**config.mk**
```make
export PLATFORM = sky130hd
export DESIGN_NAME = dirt_ram
export DESIGN_NICKNAME = d
export VERILOG_FILES = /design/src/rtl/dedup_insert_record_table_core_defines.svh /design/src/rtl/dirt_ram.sv
export SDC_FILE = /design/constraint.sdc
export NUM_CORES = 1
export LEC_CHECK = 0
export ABC_AREA = 1
export BUFFER_PORTS_ARGS = -buffer_cell sky130_fd_sc_hd__buf_2
export CAP_MARGIN = 25
export CORE_MARGIN = 2
export CORE_UTILIZATION = 55
export CTS_CLUSTER_DIAMETER = 120
export DETAILED_ROUTE_END_ITERATION = 6
export GPL_TIMING_DRIVEN = 0
export PLACE_DENSITY = 0.72
export SLEW_MARGIN = 20
export SYNTH_ARGS = -nofsm -noshare
export SYNTH_HDL_FRONTEND = slang
export SYNTH_SLANG_ARGS = --single-unit
```
**constraint.sdc**
```tcl
create_clock -name clk -period 1.4 [get_ports clk]
set_input_delay 0.14 -clock clk [delete_from_list [all_inputs] [get_ports clk]]
set_output_delay 0.14 -clock clk [all_outputs]
set_load 0.01 [all_outputs]
```
**src/rtl/dedup_insert_record_table_core_defines.svh**
```systemverilog
// Assertion macros used by the core, which checks its own logic.
`ifndef DEDUP_INSERT_RECORD_TABLE_CORE_DEFINES_SVH
`define DEDUP_INSERT_RECORD_TABLE_CORE_DEFINES_SVH

// The consequent must hold in the same cycle as the condition.
`define DIRT_ASSERT_NOW(label, cond, cons, msg) \
	label: assert property (@(posedge clk) disable iff (!arst_n) (cond) |-> (cons)) \
		else $error(msg);

// The consequent must hold in the cycle after the condition.
`define DIRT_ASSERT_NEXT(label, cond, cons, msg) \
	label: assert property (@(posedge clk) disable iff (!arst_n) (cond) |=> (cons)) \
		else $error(msg);

`endif

```
**src/rtl/dirt_ram.sv**
```systemverilog
module dirt_ram #(
	parameter int WIDTH = 8,
	parameter int DEPTH = 16
) (
	input  logic                     clk,
	input  logic                     we,
	input  logic [$clog2(DEPTH)-1:0] waddr,
	input  logic [WIDTH-1:0]         wdata,
	input  logic [$clog2(DEPTH)-1:0] raddr,
	output logic [WIDTH-1:0]         rdata
);

	logic [WIDTH-1:0] mem_q [DEPTH];
	logic [WIDTH-1:0] rdata_q;

	always_ff @(posedge clk) begin
		if (we) begin
			mem_q[waddr] <= wdata;
		end
		rdata_q <= mem_q[raddr];
	end

	assign rdata = rdata_q;

endmodule

```
==> impl_results.md <==
* R2R Path End: rdata[3]$_DFF_P_
* Root buf cell: clkbuf_8
* IO buf count at 22
* Initial antenna violation count at 0
* Worst Hold Class: input pin to flip-flop
* Die Y at about 110 um
* Via count at roughly 3,900
* Hold Buf Count CTS at 0
* Hold Worst Slack at between 15 and 20 ps
* Core area at ~10,000 sq um
* Post-route cell area at ~6700 sq um
* Pwr Density at 1465 nW/um^2
* Dpl hpwl at 8.456 mm
* 1st-iter DRT viols at 503
* Vias/cell at ~5.3
* Fin nets at just over 600
* Area growth syn-to-layout at 15.47%
* Worst vdd ir at 0.0008838 V
* Vias in the first global route at 3,833
* Period minus WS final at about 1100 ps
* Levels on crit path at 1
* Beginning of the critical path: rdata[0]$_DFF_P_
* Clk_skew at slightly above 8 ps
* Setup TNS at 0 ps
* Post-route setup slack at 303.6 ps
* Netlist Area Pre-Place at approximately 5800 sq um
* Worst Setup EP: rdata[0]
* Syn Nets at ~570
* Synth unique cells at 12
* Synth Instances at between 500 and 600
* Share of cells above drive strength 1 at 0.1273
* Outcome: finished, final reports clean
* R2R cell count at 6
* Leakage at between 2 and 3 nW
* Commonest non-fill, non-tap cell in the layout: nand2_1
* Net Sw Frac at 0.2147
* Setup Buffers After CTS at 0
* Clk_lat worst skew at 530 ps
* Ant diodes at 0
* Residual DRC at 0
* Data required, critical path at ~1300 ps
* CP max stage cell: dfxtp_1
* Slew HR at 0.3595
* Largest net degree at the start of global routing at 17
* Total power at between 0.009 and 0.01 W
* Final setup viols at 0
* Drt total wl at roughly 14 mm
* Sw power at about 0.0021 W
* Period utilization at 0.7831
* Routed wire per std cell at about 18 um
* Synth Warn # at 0
* CTS tree: yes
* Max Slew Vio Count at 0
* Synth Register Bits at 136
* Worst Max-Slew Pin Slew at roughly 960 ps
* Die Wd at ~110 um
* R2R Path Start: mem_q[15][3]$_DFFE_PP_
* Crit path DAT at 960 ps
* Post-route ant nets at 0
* Critical path endpoint category: output pin
* Kind of critical path: flip-flop to output pin
* Sequential Power Share at 0.469
* CTS buffer count at 17
* Seq/Total Area, Yosys at 0.6943
* Io pins at 26
* Top Family by Delay on Critical Path: flip-flops
* R2R Setup Slk at around 360 ps
* GRT Total Usage at 0.2583
* Clock share of power at 0.470
* Congestion Overflow GR at 0
* CTS Buffer Depth at 2
* CTS resizes at 0
* Combinational power share at 0.061
* MaxCap Viol Count at 0
* Final Hold Vio Count at 0
* RSZ-0062 raised after global routing: false
* GPL Wtd Cong at 0.8197
* Clock transition at the registers of the reported paths at approximately 60 ps
* P_int at roughly 0.0077 W
* Placement Rows at 37
* Clock sinks at roughly 140
* Area post-placement at 6047 sq um
* FMAX at ~910 MHz
* Mapped Avg Cell Area at roughly 10 sq um
* Worst Path Max Fanout at 1
* Worst path cell trace: buf_2
* Pre-CTS setup slack at -207.1 ps
* CP bufs+invs at 1
* Die area at roughly 11,000 sq um
* Crit path largest cell delay at about 310 ps
* DRT Pass-1 Iters at 5
* Most frequent cells in the layout: nand2_1, edfxtp_1, inv_1
* Effective utilization at floorplan at 0.5637
* First-pass GRT wire length at ~21 mm
* Critical path startpoint category: flip-flop
* H-tree depth at 4
## kinds of logic after synthesis
group,synth area share
and+or+nand+nor,0.2105
DFF,0.6943
buffers and inverters,0.09525
## registers in the layout, indices dropped and copies added, names as in the netlist
name and count:
mem_q 128, rdata 8
## power groups by stage
stage	registers (W)	logic, W	clock network (W)
finish	0.00458	0.000596	0.00458
global route	0.00458	0.000652	0.00478
CTS	0.00458	0.000588	0.00460
detailed placement	0.00466	0.000582	0
global placement	0.00465	0.000572	0
floorplan	0.00467	0.000321	0
## metal layers
metal  share of wire  GRT usage  vias up
met5               0          0        -
met4           0.018     0.1024        0
met3           0.088    0.06990       26
met2            0.47     0.4121      224
met1            0.42     0.3388     1841
li1                -          -     1858
## metrics by stage
stage / std cells / util
after global placement: 709 / 0.5910
final: 741 / 0.6509
after CTS: 741 / 0.6509
after detailed placement: 709 / 0.5910
after floorplan: 551 / -
after global routing: 741 / 0.6509
## Yosys cell counts
cell      number  area [sq um]
buf_2         13         65.06
inv_2          2         7.510
nand3b_1       2         15.01
nand2_1      173         649.4
edfxtp_1     128          3844
nor2_1        17         63.81
buf_6          6         67.56
inv_1        100         375.4
buf_4          4         30.03
nand3_1       97         485.5
buf_1          1         3.750
dfxtp_1        8         160.2
## cell type report
class	count	area [sq um]
flip-flops and latches	136	4004
fillers	768	3572
multi-input cells	289	1214
clock buffers	20	435.4
inverters	102	382.9
clock inverters	12	176.4
well taps	136	170.2
plain buffers	24	166.4
repair buffers	22	110.1
## worst min-delay path by stage
stage                           startpoint                     end  depth (start not counted)
final                             wdata[2]   mem_q[9][2]$_DFFE_PP_                          1
after global routing              wdata[2]  mem_q[12][2]$_DFFE_PP_                          1
after CTS                         wdata[2]  mem_q[11][2]$_DFFE_PP_                          1
after detailed placement  rdata[4]$_DFF_P_                rdata[4]                          1
after global placement    rdata[4]$_DFF_P_                rdata[4]                          1
after floorplan                   wdata[0]   mem_q[0][0]$_DFFE_PP_                          0
No activity file was read; power rests on OpenSTA's default activity.
